**config.mk**
```make
export PLATFORM = sky130hd
export DESIGN_NAME = json_string_unescaper_top
export DESIGN_NICKNAME = d
export VERILOG_FILES = /design/src/hdl/jsu_pkg.sv /design/src/hdl/json_string_unescaper_top.sv /design/src/hdl/jsu_front.sv /design/src/hdl/jsu_queue.sv /design/src/hdl/jsu_back.sv
export SDC_FILE = /design/constraint.sdc
export NUM_CORES = 1
export LEC_CHECK = 0
export BUFFER_PORTS_ARGS = -buffer_cell sky130_fd_sc_hd__buf_2
export CAP_MARGIN = 20
export CORE_AREA = 2 2 109 111
export CTS_CLUSTER_SIZE = 8
export DETAILED_ROUTE_END_ITERATION = 16
export DIE_AREA = 0 0 111 113
export SYNTH_ARGS = -nofsm -noshare
export SYNTH_HDL_FRONTEND = slang
export SYNTH_SLANG_ARGS = --single-unit
```
**constraint.sdc**
```tcl
create_clock -name clk -period 3.6 [get_ports clk]
set_input_delay 0.18 -clock clk [delete_from_list [all_inputs] [get_ports clk]]
set_output_delay 0.18 -clock clk [all_outputs]
set_load 0.01 [all_outputs]
```
**src/hdl/jsu_pkg.sv**
```systemverilog
// Shared types and constants for the JSON string unescaper.
package jsu_pkg;

  // Decoder state of the front end
  typedef enum logic [1:0] {
    MODE_NORMAL = 2'd0,
    MODE_ESCAPE = 2'd1,
    MODE_HEX    = 2'd2
  } mode_t;

  // Default number of entries in the front-to-back queue
  localparam int QUEUE_DEPTH = 2;

  // Characters the front end looks for
  localparam logic [7:0] CHAR_BSLASH = 8'h5c;
  localparam logic [7:0] CHAR_QUOTE  = 8'h22;
  localparam logic [7:0] CHAR_SLASH  = 8'h2f;
  localparam logic [7:0] CHAR_B      = 8'h62;
  localparam logic [7:0] CHAR_F      = 8'h66;
  localparam logic [7:0] CHAR_N      = 8'h6e;
  localparam logic [7:0] CHAR_R      = 8'h72;
  localparam logic [7:0] CHAR_T      = 8'h74;
  localparam logic [7:0] CHAR_U      = 8'h75;

  // Bytes produced by the short escapes
  localparam logic [7:0] BYTE_BS = 8'h08;
  localparam logic [7:0] BYTE_FF = 8'h0c;
  localparam logic [7:0] BYTE_LF = 8'h0a;
  localparam logic [7:0] BYTE_CR = 8'h0d;
  localparam logic [7:0] BYTE_HT = 8'h09;

  // One classified input byte: up to three data bytes, then an optional status
  typedef struct packed {
    logic            ok;
    logic            has_status;
    logic [2:0][7:0] bytes;
    logic [1:0]      nbytes;
  } cmd_t;

endpackage

```
**src/hdl/json_string_unescaper_top.sv**
```systemverilog
// Top level of the JSON string unescaper.
//
//  channel  | dir | tdata     | tuser                     | tlast
//  ---------+-----+-----------+---------------------------+--------------
//  s_axis   | in  | in_byte   | -                         | last_byte
//  m_axis   | out | out_byte  | [0] has_byte [1] string_ok| end_of_string
//
// One input byte is taken per cycle while the command queue has room. An
// input byte turns into zero to four output beats; the back end sends one
// beat per cycle unless the output stalls, so a completed \u escape with a
// status beat holds the head command for up to four beats. Reset clears the
// decode state, queue and out_valid; the queue absorbs either side's stalls.
module json_string_unescaper_top #(
  parameter int QUEUE_DEPTH = jsu_pkg::QUEUE_DEPTH
) (
  input  logic       clk,
  input  logic       rst,
  input  logic       s_tvalid,
  output logic       s_tready,
  input  logic [7:0] s_tdata,   // [7:0] in_byte
  input  logic       s_tlast,
  output logic       m_tvalid,
  input  logic       m_tready,
  output logic [7:0] m_tdata,   // [7:0] out_byte
  output logic [1:0] m_tuser,   // [0] has_byte, [1] string_ok
  output logic       m_tlast
);
  import jsu_pkg::*;

  logic push, pop, q_full, q_empty;
  cmd_t push_data, pop_data;
  logic out_has, out_ok;

  jsu_front u_front (
    .clk       (clk),
    .rst       (rst),
    .in_valid  (s_tvalid),
    .in_ready  (s_tready),
    .in_byte   (s_tdata),
    .in_last   (s_tlast),
    .push      (push),
    .push_data (push_data),
    .q_full    (q_full)
  );

  jsu_queue #(
    .DEPTH (QUEUE_DEPTH)
  ) u_queue (
    .clk       (clk),
    .rst       (rst),
    .push      (push),
    .push_data (push_data),
    .full      (q_full),
    .pop       (pop),
    .pop_data  (pop_data),
    .empty     (q_empty)
  );

  jsu_back u_back (
    .clk       (clk),
    .rst       (rst),
    .q_empty   (q_empty),
    .q_data    (pop_data),
    .q_pop     (pop),
    .out_valid (m_tvalid),
    .out_ready (m_tready),
    .out_byte  (m_tdata),
    .out_has   (out_has),
    .out_ok    (out_ok),
    .out_end   (m_tlast)
  );

  assign m_tuser = {out_ok, out_has};

endmodule

```
**src/hdl/jsu_front.sv**
```systemverilog
// Front end: accepts raw bytes, tracks escape state, builds output commands.
module jsu_front (
  input  logic         clk,
  input  logic         rst,
  input  logic         in_valid,
  output logic         in_ready,
  input  logic [7:0]   in_byte,
  input  logic         in_last,
  output logic         push,
  output jsu_pkg::cmd_t push_data,
  input  logic         q_full
);
  import jsu_pkg::*;

  mode_t       mode, mode_next;
  logic [1:0]  digits_seen, digits_seen_next;
  logic [11:0] code_unit, code_unit_next;   // only the low 12 bits shift on
  logic        digit_bad, digit_bad_next;
  logic        error_seen, error_seen_next;

  logic        accept;
  logic [4:0]  hex_val;                     // bit 4 set: not a hex digit
  logic [15:0] cu;
  logic        bad_now;
  logic        err_end;
  cmd_t        cmd;

  assign in_ready = !q_full;
  assign accept   = in_valid && in_ready;

  // Hex digit decode
  always_comb begin
    if (in_byte >= 8'h30 && in_byte <= 8'h39) begin
      hex_val = {1'b0, in_byte[3:0]};
    end else if ((in_byte >= 8'h61 && in_byte <= 8'h66) ||
                 (in_byte >= 8'h41 && in_byte <= 8'h46)) begin
      hex_val = {1'b0, in_byte[3:0] + 4'd9};
    end else begin
      hex_val = 5'h10;
    end
  end

  assign cu      = {code_unit, hex_val[3:0]};
  assign bad_now = digit_bad || hex_val[4];

  // State register
  always_ff @(posedge clk) begin
    if (rst) begin
      mode        <= MODE_NORMAL;
      digits_seen <= 2'd0;
      code_unit   <= 12'd0;
      digit_bad   <= 1'b0;
      error_seen  <= 1'b0;
    end else if (accept) begin
      mode        <= mode_next;
      digits_seen <= digits_seen_next;
      code_unit   <= code_unit_next;
      digit_bad   <= digit_bad_next;
      error_seen  <= error_seen_next;
    end
  end

  // Next state and command
  always_comb begin
    mode_next        = mode;
    digits_seen_next = digits_seen;
    code_unit_next   = code_unit;
    digit_bad_next   = digit_bad;
    error_seen_next  = error_seen;
    cmd              = '0;
    err_end          = 1'b0;

    unique case (mode)
      MODE_ESCAPE: begin
        mode_next     = MODE_NORMAL;
        cmd.nbytes    = 2'd1;
        cmd.bytes[0]  = in_byte;
        unique case (in_byte) inside
          CHAR_QUOTE, CHAR_BSLASH, CHAR_SLASH: ;
          CHAR_B: cmd.bytes[0] = BYTE_BS;
          CHAR_F: cmd.bytes[0] = BYTE_FF;
          CHAR_N: cmd.bytes[0] = BYTE_LF;
          CHAR_R: cmd.bytes[0] = BYTE_CR;
          CHAR_T: cmd.bytes[0] = BYTE_HT;
          CHAR_U: begin
            mode_next        = MODE_HEX;
            digits_seen_next = 2'd0;
            code_unit_next   = 12'd0;
            digit_bad_next   = 1'b0;
            cmd.nbytes       = 2'd0;
          end
          default: error_seen_next = 1'b1;
        endcase
      end
      MODE_HEX: begin
        code_unit_next = cu[11:0];
        digit_bad_next = bad_now;
        if (digits_seen == 2'd3) begin
          mode_next        = MODE_NORMAL;
          digits_seen_next = 2'd0;
          digit_bad_next   = 1'b0;
          if (bad_now) begin
            error_seen_next = 1'b1;
          end else if (cu[15:11] != 5'b11011) begin
            // UTF-8 encoding of one code unit; surrogates give nothing
            if (cu[15:7] == 9'd0) begin
              cmd.nbytes   = 2'd1;
              cmd.bytes[0] = cu[7:0];
            end else if (cu[15:11] == 5'd0) begin
              cmd.nbytes   = 2'd2;
              cmd.bytes[0] = {3'b110, cu[10:6]};
              cmd.bytes[1] = {2'b10, cu[5:0]};
            end else begin
              cmd.nbytes   = 2'd3;
              cmd.bytes[0] = {4'b1110, cu[15:12]};
              cmd.bytes[1] = {2'b10, cu[11:6]};
              cmd.bytes[2] = {2'b10, cu[5:0]};
            end
          end
        end else begin
          digits_seen_next = digits_seen + 2'd1;
        end
      end
      default: begin
        if (in_byte == CHAR_BSLASH) begin
          mode_next = MODE_ESCAPE;
        end else begin
          cmd.nbytes   = 2'd1;
          cmd.bytes[0] = in_byte;
        end
      end
    endcase

    // End of string: status beat, then back to the reset state
    if (in_last) begin
      err_end          = error_seen_next || (mode_next != MODE_NORMAL);
      cmd.has_status   = 1'b1;
      cmd.ok           = !err_end;
      mode_next        = MODE_NORMAL;
      digits_seen_next = 2'd0;
      code_unit_next   = 12'd0;
      digit_bad_next   = 1'b0;
      error_seen_next  = 1'b0;
    end
  end

  assign push      = accept && ((cmd.nbytes != 2'd0) || cmd.has_status);
  assign push_data = cmd;

endmodule

```
**src/hdl/jsu_queue.sv**
```systemverilog
// Short command queue between the front end and the back end.
module jsu_queue #(
  parameter int DEPTH = jsu_pkg::QUEUE_DEPTH
) (
  input  logic          clk,
  input  logic          rst,
  input  logic          push,
  input  jsu_pkg::cmd_t push_data,
  output logic          full,
  input  logic          pop,
  output jsu_pkg::cmd_t pop_data,
  output logic          empty
);
  import jsu_pkg::*;

  localparam int PTR_W = (DEPTH > 1) ? $clog2(DEPTH) : 1;
  localparam int CNT_W = $clog2(DEPTH + 1);

  cmd_t             entries [DEPTH];
  logic [PTR_W-1:0] wr_ptr, rd_ptr;
  logic [CNT_W-1:0] count;
  logic             do_push, do_pop;

  assign full     = (count == CNT_W'(DEPTH));
  assign empty    = (count == '0);
  assign do_push  = push && !full;
  assign do_pop   = pop && !empty;
  assign pop_data = entries[rd_ptr];

  // Entry storage
  always_ff @(posedge clk) begin
    if (do_push) begin
      entries[wr_ptr] <= push_data;
    end
  end

  // Pointers and fill count
  always_ff @(posedge clk) begin
    if (rst) begin
      wr_ptr <= '0;
      rd_ptr <= '0;
      count  <= '0;
    end else begin
      if (do_push) begin
        wr_ptr <= (wr_ptr == PTR_W'(DEPTH - 1)) ? '0 : wr_ptr + 1'b1;
      end
      if (do_pop) begin
        rd_ptr <= (rd_ptr == PTR_W'(DEPTH - 1)) ? '0 : rd_ptr + 1'b1;
      end
      if (do_push && !do_pop) begin
        count <= count + 1'b1;
      end else if (do_pop && !do_push) begin
        count <= count - 1'b1;
      end
    end
  end

endmodule

```
**src/hdl/jsu_back.sv**
```systemverilog
// Back end: expands queued commands into output beats through a register.
module jsu_back (
  input  logic          clk,
  input  logic          rst,
  input  logic          q_empty,
  input  jsu_pkg::cmd_t q_data,
  output logic          q_pop,
  output logic          out_valid,
  input  logic          out_ready,
  output logic [7:0]    out_byte,
  output logic          out_has,
  output logic          out_ok,
  output logic          out_end
);
  import jsu_pkg::*;

  logic [1:0] idx;          // beat position within the head command
  logic [2:0] total;
  logic       load;
  logic       is_data;
  logic       last_beat;
  logic [7:0] sel_byte;

  assign total     = {1'b0, q_data.nbytes} + {2'b0, q_data.has_status};
  assign load      = !q_empty && (!out_valid || out_ready);
  assign last_beat = (({1'b0, idx} + 3'd1) == total);
  assign is_data   = (idx < q_data.nbytes);
  assign q_pop     = load && last_beat;

  // Byte select for the current beat
  always_comb begin
    case (idx)
      2'd0:    sel_byte = q_data.bytes[0];
      2'd1:    sel_byte = q_data.bytes[1];
      default: sel_byte = q_data.bytes[2];
    endcase
  end

  // Beat counter and valid
  always_ff @(posedge clk) begin
    if (rst) begin
      idx       <= 2'd0;
      out_valid <= 1'b0;
    end else begin
      if (load) begin
        idx       <= last_beat ? 2'd0 : idx + 2'd1;
        out_valid <= 1'b1;
      end else if (out_ready) begin
        out_valid <= 1'b0;
      end
    end
  end

  // Output payload register
  always_ff @(posedge clk) begin
    if (load) begin
      out_byte <= is_data ? sel_byte : 8'h00;
      out_has  <= is_data;
      out_end  <= !is_data;
      out_ok   <= !is_data && q_data.ok;
    end
  end

endmodule

```
# Yosys cells after proc, flatten, opt, wreduce, memory -nomap -nowiden
# Memories as Yosys holds them, arrays and structs flattened. A register that Yosys moved wholly into a read port is not among the register bits.
# Index checks and enable logic that the tools add are counted.
# word_totals
rom_bits	0
mem_count	1
in_bits	13
reg_bits	36
latchBits	0
output_inout_bits	13
ram_bits	56
# op_classes
magnitude_cmp	7
add_sub_neg	9
mul	0
muxes	48
n_shift	0
n_eq_ne	17
n_div	0
bitwise_logic	0
n_reduce_logical	35
# mem_list
memory	words	word_bits	read_ports	rd_clocked_by_memory_dff	wr	line	rtl
u_queue.entries	2	28	1	1	1	jsu_queue.sv:19	cmd_t entries [DEPTH];
# ops
op	count
$mux 26	3
$eq 8x7->1 const B	7
$mux 16	3
$pmux 8 s5	1
$mux 12	2
$pmux 12 s2	1
$mux 2	11
$mux 10	2
$pmux 10 s2	1
$eq 8x6->1 const B	2
$ge 8x7->1 const B	2
$le 8x7->1 const B	2
$mux 1	16
$pmux 8 s2	1
$logic_and 1x1->1	12
$mux 5	2
$logic_not 9->1	1
$reduce_or 9->1	1
$ge 8x6->1 const B	1
$le 8x6->1 const B	1
$mux 8	1
$pmux 2 s2	2
$reduce_bool 2->1	4
$logic_not 1->1	7
18 further kinds	30

# Longest topological paths before layout
# Gate-level depths: netlist of run 1.
# depth
ltp_word	19
mapped_depth	12

# Hierarchy
# A second synthesis of run 1 with hierarchy kept.
# hier_totals
hier_cells	407
hier_area_um2	4753.3
# by_module_without_submodules
module	seq_area_each_um2	n_inst	cells_per_inst	area_per_inst_um2
jsu_queue	1781.7	1	112	2234.6
jsu_front	360.3	1	223	1730.4
jsu_back	390.4	1	70	773.2
json_string_unescaper_top	0.0	1	2	15.0

# Least setup slack after synthesis of run 1
# No wires, ideal clock.
# synth_path
kind	input-to-reg
from	input s_tdata[3]
to	memory u_queue.entries[0][0] (netlist name), enable pin
t_arrival_ps	3418
cell_stages	6
required_ps	3158
setup_slack_ps	-260
cell_sequence	or4b_4 -> a31oi_4 -> a21oi_2 -> or3b_4 -> and2_1 -> nor3_1
# synth_via
elab_chain_len	15
elab_cells_between_ends	26
# synth_rtl
item	line	rtl
from (decl)	json_string_unescaper_top.sv:20	input logic [7:0] s_tdata,
$ge 8x7->1 (tied with other cells)	jsu_front.sv:35	end else if ((in_byte >= 8'h61 && in_byte <= 8'h66) ||
$logic_and 1x1->1, on equally long branches	jsu_front.sv:35, jsu_front.sv:36	
$logic_or 1x1->1	jsu_front.sv:35	
$mux 5	jsu_front.sv:35	
$mux 5	jsu_front.sv:33	if (in_byte >= 8'h30 && in_byte <= 8'h39) begin
$logic_or 1x1->1	jsu_front.sv:44	assign bad_now = digit_bad || hex_val[4];
$mux 26	jsu_front.sv:102	if (bad_now) begin
$mux 26	jsu_front.sv:98	if (digits_seen == 2'd3) begin
$pmux 10 s2 (*)	jsu_front.sv:73	unique case (mode)
$reduce_bool 2->1 (*)	jsu_front.sv:147	assign push = accept && ((cmd.nbytes != 2'd0) || cmd.has_status);
$logic_or 1x1->1 (*)	jsu_front.sv:147	
$logic_and 1x1->1 (*)	jsu_front.sv:147	
$logic_and 1x1->1 (*)	jsu_queue.sv:26	assign do_push = push && !full;
$mux 1 (*)	jsu_queue.sv:32	if (do_push) begin
$mux 1 (not written as such) (*)	jsu_queue.sv:33	entries[wr_ptr] <= push_data;
to (decl)	jsu_queue.sv:19	
# Mark *: on every way between the ends. The rest lies on a longest branch, timed or not.

# Final worst setup path of run 1
# layout_path
from	register u_front.mode[0]
to	register u_queue.count[1]
# layout_via
elab_chain_len	9
elab_cells_between_ends	12
# layout_rtl
item	line	rtl
from (decl)	jsu_front.sv:15	mode_t mode, mode_next;
from (signal assigned)	jsu_front.sv:55	mode <= mode_next;
$eq 2x2->1 / $eq 2x1->1 (equally long branches)	jsu_front.sv:73	
$pmux 10 s2 (*)	jsu_front.sv:73	
$reduce_bool 2->1 (*)	jsu_front.sv:147	
$logic_or 1x1->1 (*)	jsu_front.sv:147	
$logic_and 1x1->1 (*)	jsu_front.sv:147	
$logic_and 1x1->1 (*)	jsu_queue.sv:26	
named net u_queue.do_push	jsu_queue.sv:22	logic do_push, do_pop;
$logic_not 1->1	jsu_queue.sv:52	end else if (do_pop && !do_push) begin
$logic_and 1x1->1	jsu_queue.sv:52	
$reduce_bool 2->1 (no source line)	--	
to (signal assigned)	jsu_queue.sv:51	count <= count + 1'b1;
to (signal assigned)	jsu_queue.sv:53	count <= count - 1'b1;
to (decl)	jsu_queue.sv:21	logic [CNT_W-1:0] count;
# The timed path passes the listed nets; every way through them passes the cells marked *.
# A chain may end at the register's enable or synchronous reset.

==> reports/metrics.sh, run 1 <==
YS_DOMINANT_REG_CELL='sky130_fd_sc_hd__edfxtp_1'
CTS_ROOT_BUF='sky130_fd_sc_hd__clkbuf_16'
LAYOUT.CORE_UTILIZATION_PCT=44.1
CLK_TRANSITION_REPORTED_PATHS_NS=0.06
ROUTED_VIA_DENSITY=5.65
PERIOD_SHARE_PCT=76.5
CTS_BUF_COUNT=9
YOSYS_WARNINGS=0
CP_DATA_REQUIRED_TIME_NS=3.87
HOLD_PATH.STARTPOINT='m_tready'
CRITICAL_PATH.STARTPOINT_TYPE='register'
RSZ_0062_RAISED_AFTER_GLOBAL_ROUTING='false'
SETUP-TNS-FINAL_NS=0
GLOBALROUTETOTALUTIL_PCT=16.0
DETAIL-ROUTE-ANTENNA-NETS=0
MAX_CAP_VIOLATIONS=0
SETUP_VIOLATIONS=0
CORE_UM2=11300
FINAL-MAX-SLEW-VIOLATION-COUNT=0
NUM_ANTENNA_CELLS=0
NETLIST_AREA_BEFORE_PLACEMENT_UM2=4450
CTS-HOLD-FIX-BUFFERS=0
WORSTHOLDPATHTYPE='in -> reg'
GRT_MAX_DEGREE=27
MAXUSEDROUTINGLAYER='met4'
CRITICAL_PATH_PEAK_FANOUT=6
DETAIL_ROUTE.FIRST_PASS.ITERATIONS=4
DIE_HEIGHT_UM=113
SYNTH_CELL_TYPES=63
CRIT-REG2REG-LAUNCH='u_front.mode[0]'
P_LEAK_nW=1.76
DRC_ERRORS=0
FIRST_PASS_GRT_WIRE_LENGTH_MM=15.9
CLOCK_LATENCY_REPORTED_FOR_THE_LATE_SIDE_OF_THE_WORST_SKEW_PAIR_NS=0.34
WORST_SLEW_MARGIN_REL_PCT=37.8
ROW_COUNT=39
SYNTH-SEQ-CELLS=89
ROUTED_WIRELENGTH_MM=9.91
MET3_LENGTH_UM=438
WORST_PATH_MAX_DELAY_CELL='sky130_fd_sc_hd__ha_1'
POWERDENSITY_nW_PER_UM2=612
YS_TOP_CELLS_BY_AREA='sky130_fd_sc_hd__edfxtp_1 (43%), sky130_fd_sc_hd__dfxtp_1 (12%), sky130_fd_sc_hd__ha_1 (4.2%)'
CTS_RESIZED=0
CELL_COUNT_AFTER_SYNTHESIS=414
FMAXACHIEVABLE_MHz=363
YS_SEQ_AREA_SHARE_PCT=54.3
STATUS='finished clean'
MIN_PERIOD_NS=2.75
START_UTIL_PCT=39.4
IOPINCOUNT=26
WORSTSETUPSTARTPOINT='u_front.mode[0]'
CTS_MAX_LEVEL=3
MAX_CLOCK_BUF_DEPTH=2
MET1_LENGTH_MM=4.68
PLACE_CONGESTION=0.919
FINAL_NET_COUNT=460
WORSTPATHCELLLIST='inv_1 > ha_1 > inv_1 > nand2_1 > o21ai_0 > nor2_1 > and2_1 > nor2_1 > ha_1 > or3_1 > a21oi_1'
GR-TOTAL-OVERFLOW=0
YOSYSTOPAREACELLSHARE_PCT=42.6
FINAL_HOLD_VIOL_COUNT=0
DP.CELLS=564
IO_BUFFER_COUNT=25
DRIVE_GT1_SHARE_PCT=14.0
CTS_TREE='yes'
DETAIL_ROUTE.WL_PER_CELL_UM=17.1
DR_WL_MET2_MM=4.69
FIRST_GLOBAL_VIAS=2987
POST_CTS_BUFFERS=0
NUM_VIAS=3274
SYNTH-ASYNC-RESET-RATIO_PCT=0
INITIAL_ANTENNA_VIOLATION_COUNT=0
NUMBER_OF_ENABLE_TYPE_REGISTER_CELLS_IN_THE_SYNTHESIZED_NETLIST=63
CTS.SINKS=89
FIN_SKEW_NS=0.00865
AREAGROWTHSYNTHTOFINISH_PCT=11.9
YS_TOP_CELLS_BY_COUNT='sky130_fd_sc_hd__edfxtp_1 (63), sky130_fd_sc_hd__nand2_1 (40), sky130_fd_sc_hd__nor2_1 (40)'
SYN_AVG_CELL_AREA_UM2=10.7
SYNTH_AREA_LEADER_CELL='sky130_fd_sc_hd__edfxtp_1'
NON_FILLER_CELLS_IN_THE_FINISHED_LAYOUT=579
CRIT_PATH_END_KIND='register'
VDD_DROP_MAX_mV=0.309
TIGHTEST_SLEW_NS=0.929
CRITICAL_PATH.MAX_STAGE_DELAY_NS=0.37
MAPPEDNETLISTNETS=442
FLOORPLAN.DIE_AREA_UM2=12500
DP.FINAL_HPWL_MM=6.90
WORST_EP_ARRIVAL_TIME_NS=3.02
FIRST_ITER_VIOLATIONS=195
DIEWIDTH_UM=111
TIMING.SETUP.CRITICAL_PATH_CLASS='reg -> reg'
YOSYSMOSTFREQUENTCELL='sky130_fd_sc_hd__edfxtp_1'
==> final cells by class <==
type	count	area, um^2
Fill cell	1055	6300
Sequential cell	89	2410
Timing Repair Buffer	32	178
Clock buffer	9	225
Inverter	15	56.3
Tap cell	143	179
Multi-Input combinational cell	285	1880
Clock inverter	6	43.8
==> power by group <==
group / switching, W / total, W / internal [W]
sequential: 0.0000641 / 0.00139 / 0.00133
combinational: 0.000481 / 0.000796 / 0.000315
clock: 0.000388 / 0.000855 / 0.000467
==> state kept, by name (all words and copies together), names as in the netlist, named ones only <==
register and flops:
u_back.idx 2, u_back.out_byte 8, u_back.out_end 1, u_back.out_has 1, u_back.out_ok 1, u_back.out_valid 1, u_front.code_unit 12, u_front.digit_bad 1
u_front.digits_seen 2, u_front.error_seen 1, u_front.mode 2, u_queue.count 2, u_queue.entries 52, u_queue.rd_ptr 1, u_queue.wr_ptr 1
==> stage by stage <==
stage | worst slack, ns | hold slack, ns | cell area (um^2) | total power, W
6_report | 0.847 | 0.137 | 4970 | 0.00304
5_1_grt | 0.671 | 0.148 | 4970 | 0.00320
4_1_cts | 0.841 | 0.129 | 4970 | 0.00308
3_5_place_dp | 0.612 | 0.457 | 4700 | 0.00223
3_3_place_gp | 0.685 | 0.443 | 4700 | 0.00221
2_1_floorplan | 0.472 | 0.279 | 4450 | 0.00198
==> placed cells by master (no fill, tap or decap), types with 4 or more instances in the layout <==
cell type and instances:
sky130_fd_sc_hd__nand2b_1 5, sky130_fd_sc_hd__edfxtp_1 63, sky130_fd_sc_hd__dfxtp_1 26, sky130_fd_sc_hd__buf_4 7
sky130_fd_sc_hd__mux2i_1 4, sky130_fd_sc_hd__a22o_1 7, sky130_fd_sc_hd__clkbuf_16 9, sky130_fd_sc_hd__o21ai_0 13
sky130_fd_sc_hd__a22oi_1 13, sky130_fd_sc_hd__xor2_1 4, sky130_fd_sc_hd__buf_2 25, sky130_fd_sc_hd__mux2_2 5
sky130_fd_sc_hd__inv_1 15, sky130_fd_sc_hd__nor2b_1 4, sky130_fd_sc_hd__and2_1 7, sky130_fd_sc_hd__nand3_1 20
sky130_fd_sc_hd__a211oi_1 8, sky130_fd_sc_hd__nor2_1 40, sky130_fd_sc_hd__a21oi_1 27, sky130_fd_sc_hd__ha_1 15
sky130_fd_sc_hd__nand2_1 40, sky130_fd_sc_hd__nor3_1 5, sky130_fd_sc_hd__a311oi_1 6
==> critical path: cells and delay by family (launching register included) <==
| kind | cells | cell delay [ns] |
|---|---|---|
| AO/OA/AOI/OAI | 2 | 0.47 |
| adder cells (fa/ha/maj) | 2 | 0.64 |
| buffers and inverters | 2 | 0.22 |
| flip-flops | 1 | 0.35 |
| AND/OR/NAND/NOR | 5 | 1.01 |
==> logic make-up (layout without fill, tap and decap cells) <==
logic type,Yosys count,count (layout),synth area share [%]
AOI/OAI and AO/OA,106,106,16.9
xor gates and xnor gates,7,7,1.38
adders and majority gates,15,15,4.22
buffers and inverters,40,62,3.86
DFF,89,89,54.3
muxes,9,9,2.17
and+or+nand+nor,148,148,17.3
==> per-layer routing <==
layer / GRT usage [%] / up-vias
li1: - / 1582
met1: 22.1 / 1613
met2: 26.4 / 66
met3: 2.68 / 13
met4: 4.50 / 0
met5: 0 / -
==> final timing paths <==
check,endpoint,slack [ns],cells past startpoint
hold reg to reg,u_front.digits_seen[1],0.46,2
setup reg to reg,u_queue.count[1],0.85,11
hold / removal,u_back.out_valid,0.14,3
setup / recovery,u_queue.count[1],0.85,11
Power figures use the tool's default switching activity.
==> run 2: changes to the inputs <==
==> constraint.sdc (replaced) <==
create_clock -name clk -period 2.3 [get_ports clk]
set_input_delay 0.115 -clock clk [delete_from_list [all_inputs] [get_ports clk]]
set_output_delay 0.115 -clock clk [all_outputs]
set_load 0.01 [all_outputs]
==> reports/metrics.sh, run 2 (same netlist as run 1, synthesis figures left out) <==
STATUS='finished clean'
TIMING.SETUP.CRITICAL_PATH_CLASS='reg -> reg'
FIN_SKEW_NS=0.00887
DP.CELLS=613
PERIOD_SHARE_PCT=99.7
CRITICAL_PATH.STARTPOINT_TYPE='register'
GLOBALROUTETOTALUTIL_PCT=16.7
MOSTFREQUENTLAYOUTCELL='sky130_fd_sc_hd__edfxtp_1'
FINAL-MAX-SLEW-VIOLATION-COUNT=0
TIMING.FINAL.WS_SETUP_NS=0.00715
CLK_TRANSITION_REPORTED_PATHS_NS=0.06
LAYOUT.CORE_UTILIZATION_PCT=49.0
INTERNAL_REG_TO_REG_SETUP_SLACK_NS=0.007
FINAL_DESIGN_AREA_EXCLUDING_FILLERS_UM2=5520
DRIVE_GT1_SHARE_PCT=26.9
CTS_BUF_COUNT=9
CTS_TREE='yes'
CTS.SINKS=89
ROW_COUNT=39
NON_FILLER_CELLS_IN_THE_FINISHED_LAYOUT=633
PLACEMENT.CELL_AREA_UM2=5140
FIRST_ITER_VIOLATIONS=274
CRITICAL_PATH_PEAK_FANOUT=5
DIE_HEIGHT_UM=113
INITIAL_ANTENNA_VIOLATION_COUNT=0
SETUP_VIOLATIONS=0
CORE_UM2=11300
FILLER_CELL_COUNT=1026
CTS_ROOT_BUF='sky130_fd_sc_hd__clkbuf_16'
DP_SLACK_NS=-0.209
SETUP-TNS-FINAL_NS=0
WORSTPATHCELLLIST='nand3_1 > nor3b_1 > nor3_4 > or3b_4 > and2_4 > nor2_1 > ha_2 > xor2_1 > or3_4 > a21oi_2'
PLACE_CONGESTION=0.860
MAX_CLOCK_BUF_DEPTH=2
FINAL_NET_COUNT=514
WORST_SLEW_MARGIN_REL_PCT=62.1
CLOCK_LATENCY_REPORTED_FOR_THE_LATE_SIDE_OF_THE_WORST_SKEW_PAIR_NS=0.34
TIGHTEST_SLEW_NS=0.568
WORST_PATH_MAX_DELAY_CELL='sky130_fd_sc_hd__nor3b_1'
GRT_MAX_DEGREE=27
TOP_LIBRARY_CELLS_BY_USAGE_IN_THE_LAYOUT_FILL_AND_TAPS_ASIDE='sky130_fd_sc_hd__edfxtp_1 (63), sky130_fd_sc_hd__buf_4 (56), sky130_fd_sc_hd__nand2_1 (40), sky130_fd_sc_hd__nor2_1 (40), sky130_fd_sc_hd__a21oi_1 (26)'
IO_BUFFER_COUNT=25
FIRST_GLOBAL_VIAS=3442
FLOORPLAN.DIE_AREA_UM2=12500
GR-TOTAL-OVERFLOW=0
MAX_CAP_VIOLATIONS=0
DRC_ERRORS=0
AREAGROWTHSYNTHTOFINISH_PCT=24.2
SEQCELLAREA_UM2=2420
WORST_EP_ARRIVAL_TIME_NS=2.56
ROUTED_VIA_DENSITY=5.43
ROUTED_WIRELENGTH_MM=10.2
DETAIL-ROUTE-ANTENNA-NETS=0
NUM_ANTENNA_CELLS=0
WORSTHOLDPATHTYPE='in -> reg'
REG.LARGEST.LIST='u_queue.entries (52), u_front.code_unit (12), u_back.out_byte (8)'
MULTIINPUTGATEAREA_UM2=1980
REG2REG_DEPTH=10
LARGEST_REGISTER_FFS=52
DP.FINAL_HPWL_MM=7.27
VDD_DROP_MAX_mV=0.458
RSZ_0062_RAISED_AFTER_GLOBAL_ROUTING='true'
DETAIL_ROUTE.WL_PER_CELL_UM=16.1
CP_DATA_REQUIRED_TIME_NS=2.56
CRIT_PATH_END_KIND='register'
ENDPOINT_OF_THE_LOWEST_SLACK_REGISTER_TO_REGISTER_PATH='u_queue.count[1]'
P_LEAK_nW=2.05
DETAIL_ROUTE.FIRST_PASS.ITERATIONS=6
MIN_PERIOD_NS=2.29
FMAXACHIEVABLE_MHz=436
CTS-HOLD-FIX-BUFFERS=0
CRITICAL_PATH.MAX_STAGE_DELAY_NS=0.44
DIEWIDTH_UM=111
CTS_MAX_LEVEL=3
LARGEST-REGISTER='u_queue.entries'
FINAL_HOLD_VIOL_COUNT=0
NUM_VIAS=3435
ENDPOINT='u_queue.count[1]'
START_UTIL_PCT=39.4
FIRST_PASS_GRT_WIRE_LENGTH_MM=16.9
POWERDENSITY_nW_PER_UM2=900
WORSTSETUPSTARTPOINT='u_front.code_unit[7]'
IOPINCOUNT=26
CRIT-REG2REG-LAUNCH='u_front.code_unit[7]'
## run 2: timing repair
item	in CTS	in global routing
resized for setup	6	14
endpoints found under the setup margin	28	32
buffers inserted	5	0
pin swaps	6	2
## run 2: metrics by stage
stage / hold WS (ns) / power, W
after floorplan: 0.214 / 0.00315
after global placement: 0.428 / 0.00357
after detailed placement: 0.427 / 0.00361
after CTS: 0.0774 / 0.00495
after global routing: 0.113 / 0.00524
final: 0.0829 / 0.00497
## run 2: final cells by class
cell class	instances	area share (%)
Tap cell	143	3.24
Clock inverter	4	0.408
Multi-Input combinational cell	285	35.9
Clock buffer	11	4.22
Sequential cell	89	43.8
Inverter	15	1.02
Timing Repair Buffer	86	11.4
## run 2: layer usage
metal,vias up,share of wire [%],track usage [%]
met1,1641,46,22.1
met3,14,5.0,2.36
li1,1685,-,-
met5,-,0,0
met2,95,48,27.7
met4,0,1.3,7.25
## run 2: report_power, final
group	internal [W]	total, W	switching, W
clock network	0.000721	0.00130	0.000581
logic	0.000687	0.00148	0.000795
registers	0.00208	0.00219	0.000104
total	0.00349	0.00497	0.00148
## run 2: how the worst min path moves through the flow
| stage | endpoint | cells past startpoint | from | slack [ns] |
|---|---|---|---|---|
| final | u_back.out_valid | 3 | m_tready | 0.08 |
| after global routing | u_back.out_valid | 3 | m_tready | 0.11 |
| after CTS | u_back.out_valid | 3 | m_tready | 0.08 |
| after detailed placement | u_back.out_valid | 3 | m_tready | 0.43 |
| after global placement | u_back.out_valid | 3 | m_tready | 0.43 |
| after floorplan | u_queue.entries[0][26] | 0 | s_tlast | 0.21 |
## run 2: critical path: cells and delay by family, from the launching register on
family	cells	cell delay [ns]
AO/OA/AOI/OAI	1	0.13
AND/OR/NAND/NOR	7	1.36
XOR/XNOR	1	0.15
flip-flops	1	0.41
adder cells (fa/ha/maj)	1	0.18
==> run 3: changes to the inputs <==
--- a/config.mk
+++ b/config.mk
@@ -8,6 +8,7 @@
 export BUFFER_PORTS_ARGS = -buffer_cell sky130_fd_sc_hd__buf_2
 export CAP_MARGIN = 20
 export CORE_AREA = 2 2 109 111
+export CTS_BUF_LIST = sky130_fd_sc_hd__clkbuf_2 sky130_fd_sc_hd__clkbuf_4 sky130_fd_sc_hd__clkbuf_8
 export CTS_CLUSTER_SIZE = 8
 export DETAILED_ROUTE_END_ITERATION = 16
 export DIE_AREA = 0 0 111 113
==> reports/metrics.sh, run 3 (same netlist as run 1, synthesis figures left out) <==
GR-TOTAL-OVERFLOW=0
CLK_TRANSITION_REPORTED_PATHS_NS=0.08
MIN_PERIOD_NS=2.28
FLOORPLAN.DIE_AREA_UM2=12500
CRITICAL-PATH-TOP-CELL-BY-COUNT='sky130_fd_sc_hd__ha_2'
PERIOD_SHARE_PCT=98.9
WORSTPATHCELLLIST='ha_2 > inv_2 > nor3_2 > or3b_4 > and2_4 > nor2_2 > ha_2 > or3_4 > a21oi_2'
FINAL_HOLD_VIOL_COUNT=0
CTS_BUF_COUNT=9
FIRST_ITER_VIOLATIONS=261
CORE_UM2=11300
TIMING.SETUP.CRITICAL_PATH_CLASS='reg -> reg'
FINAL_NET_COUNT=513
FINAL-MAX-SLEW-VIOLATION-COUNT=0
NUM_ANTENNA_CELLS=0
DETAIL-ROUTE-ANTENNA-NETS=0
POWERDENSITY_nW_PER_UM2=848
CRITICAL_PATH_PEAK_FANOUT=3
NUM_VIAS=3408
GRT_MAX_DEGREE=27
CTS_ROOT_BUF='sky130_fd_sc_hd__clkbuf_8'
WORST_PATH_MAX_DELAY_CELL='sky130_fd_sc_hd__or3b_4'
PLACE_CONGESTION=0.860
IO_BUFFER_COUNT=25
LARGEST-REGISTER='u_queue.entries'
DP.CELLS=613
STATUS='finished clean'
SETUP_VIOLATIONS=0
WORST_EP_ARRIVAL_TIME_NS=2.56
TOP_LIBRARY_CELLS_BY_USAGE_IN_THE_LAYOUT_FILL_AND_TAPS_ASIDE='sky130_fd_sc_hd__edfxtp_1 (63), sky130_fd_sc_hd__buf_4 (57), sky130_fd_sc_hd__nand2_1 (40)'
CP_DATA_REQUIRED_TIME_NS=2.59
SETUP-TNS-FINAL_NS=0
CLOCK_LATENCY_REPORTED_FOR_THE_LATE_SIDE_OF_THE_WORST_SKEW_PAIR_NS=0.36
TIMING.FINAL.WS_SETUP_NS=0.0249
MOSTFREQUENTLAYOUTCELL='sky130_fd_sc_hd__edfxtp_1'
MAX_CLOCK_BUF_DEPTH=2
RSZ_0062_RAISED_AFTER_GLOBAL_ROUTING='true'
FIRST_PASS_GRT_WIRE_LENGTH_MM=17.0
LARGEST_REGISTER_FFS=52
TIGHTEST_SLEW_NS=0.569
DETAIL_ROUTE.WL_PER_CELL_UM=16.1
INITIAL_ANTENNA_VIOLATION_COUNT=0
DETAIL_ROUTE.FIRST_PASS.ITERATIONS=5
CTS.SINKS=89
IOPINCOUNT=26
DRIVE_GT1_SHARE_PCT=27.6
ROW_COUNT=39
REG.LARGEST.LIST='u_queue.entries (52), u_front.code_unit (12), u_back.out_byte (8)'
WORST_SLEW_MARGIN_REL_PCT=62.0
CTS-HOLD-FIX-BUFFERS=0
FIN_HOLD_WS_NS=0.0576
WORSTHOLDPATHTYPE='in -> reg'
ROUTED_WIRELENGTH_MM=10.2
CRITICAL_PATH.MAX_STAGE_DELAY_NS=0.40
FIN_SKEW_NS=0.00975
MULTIINPUTGATEAREA_UM2=1980
CRIT_PATH_END_KIND='register'
CTS_TREE='yes'
CRITICAL_PATH.STARTPOINT_TYPE='register'
SEQCELLAREA_UM2=2420
MAX_CAP_VIOLATIONS=0
DIE_HEIGHT_UM=113
DRC_ERRORS=0
AREAGROWTHSYNTHTOFINISH_PCT=21.6
DP.FINAL_HPWL_MM=7.27
START_UTIL_PCT=39.4
DP_SLACK_NS=-0.209
GLOBALROUTETOTALUTIL_PCT=16.8
DIEWIDTH_UM=111
FILLER_CELL_COUNT=1043
CTS_MAX_LEVEL=3
FIRST_GLOBAL_VIAS=3469
FMAXACHIEVABLE_MHz=440
NON_FILLER_CELLS_IN_THE_FINISHED_LAYOUT=632
ROUTED_VIA_DENSITY=5.39
FIN_TOTAL_PWR_W=0.00459
VDD_DROP_MAX_mV=0.425
P_LEAK_nW=2.00
## run 3: cell type report
type | instances | area share, %
inverters | 15 | 1.04
repair buffers | 85 | 11.3
well taps | 143 | 3.31
multi-input cells | 285 | 36.6
clock buffers | 11 | 2.57
flip-flops and latches | 89 | 44.7
clock inverters | 4 | 0.416
## run 3: per-stage QoR
step,utilization (%),area [um^2]
2_1_floorplan,-,4500
3_3_place_gp,45.6,5140
3_5_place_dp,45.6,5140
4_1_cts,47.7,5370
5_1_grt,48.0,5410
6_report,48.0,5410
## run 3: where the power goes
| group | switching, W | internal (W) | leakage [nW] |
|---|---|---|---|
| Clock | 0.000537 | 0.000406 | 0.0858 |
| Sequential | 0.000104 | 0.00208 | 0.807 |
| Combinational | 0.000793 | 0.000670 | 1.11 |
## run 3: repair_timing
item | 4_1_cts | 5_1_grt
endpoints found under the setup margin | 28 | 34
pin swaps | 6 | 5
setup buffers | 5 | 0
gates resized for setup | 7 | 12
## run 3: final timing paths
kind / from / end / slack [ns] / cells past startpoint
setup / recovery: u_front.digits_seen[1] / u_queue.count[1] / 0.02 / 9
setup reg to reg: u_front.digits_seen[1] / u_queue.count[1] / 0.02 / 9
hold reg to reg: u_front.digits_seen[1] / u_front.digits_seen[1] / 0.47 / 2
hold / removal: m_tready / u_back.out_valid / 0.06 / 3
## run 3: critical path, delay by kind of cell (launching register included)
| kind | cells | cell delay (ns) |
|---|---|---|
| compound gates | 1 | 0.13 |
| flops | 1 | 0.34 |
| simple gates | 5 | 1.20 |
| fa+ha+maj | 2 | 0.48 |
| buf+inv | 1 | 0.05 |
## run 3: routing by layer
metal | vias up | share of wire [%] | global-route usage (%) | wire length [um]
met5 | - | 0 | 0 | 0
met4 | 0 | 2.0 | 7.00 | 199
met3 | 20 | 5.6 | 3.32 | 572
met2 | 79 | 47 | 27.4 | 4730
met1 | 1631 | 46 | 22.2 | 4670
li1 | 1678 | - | - | -
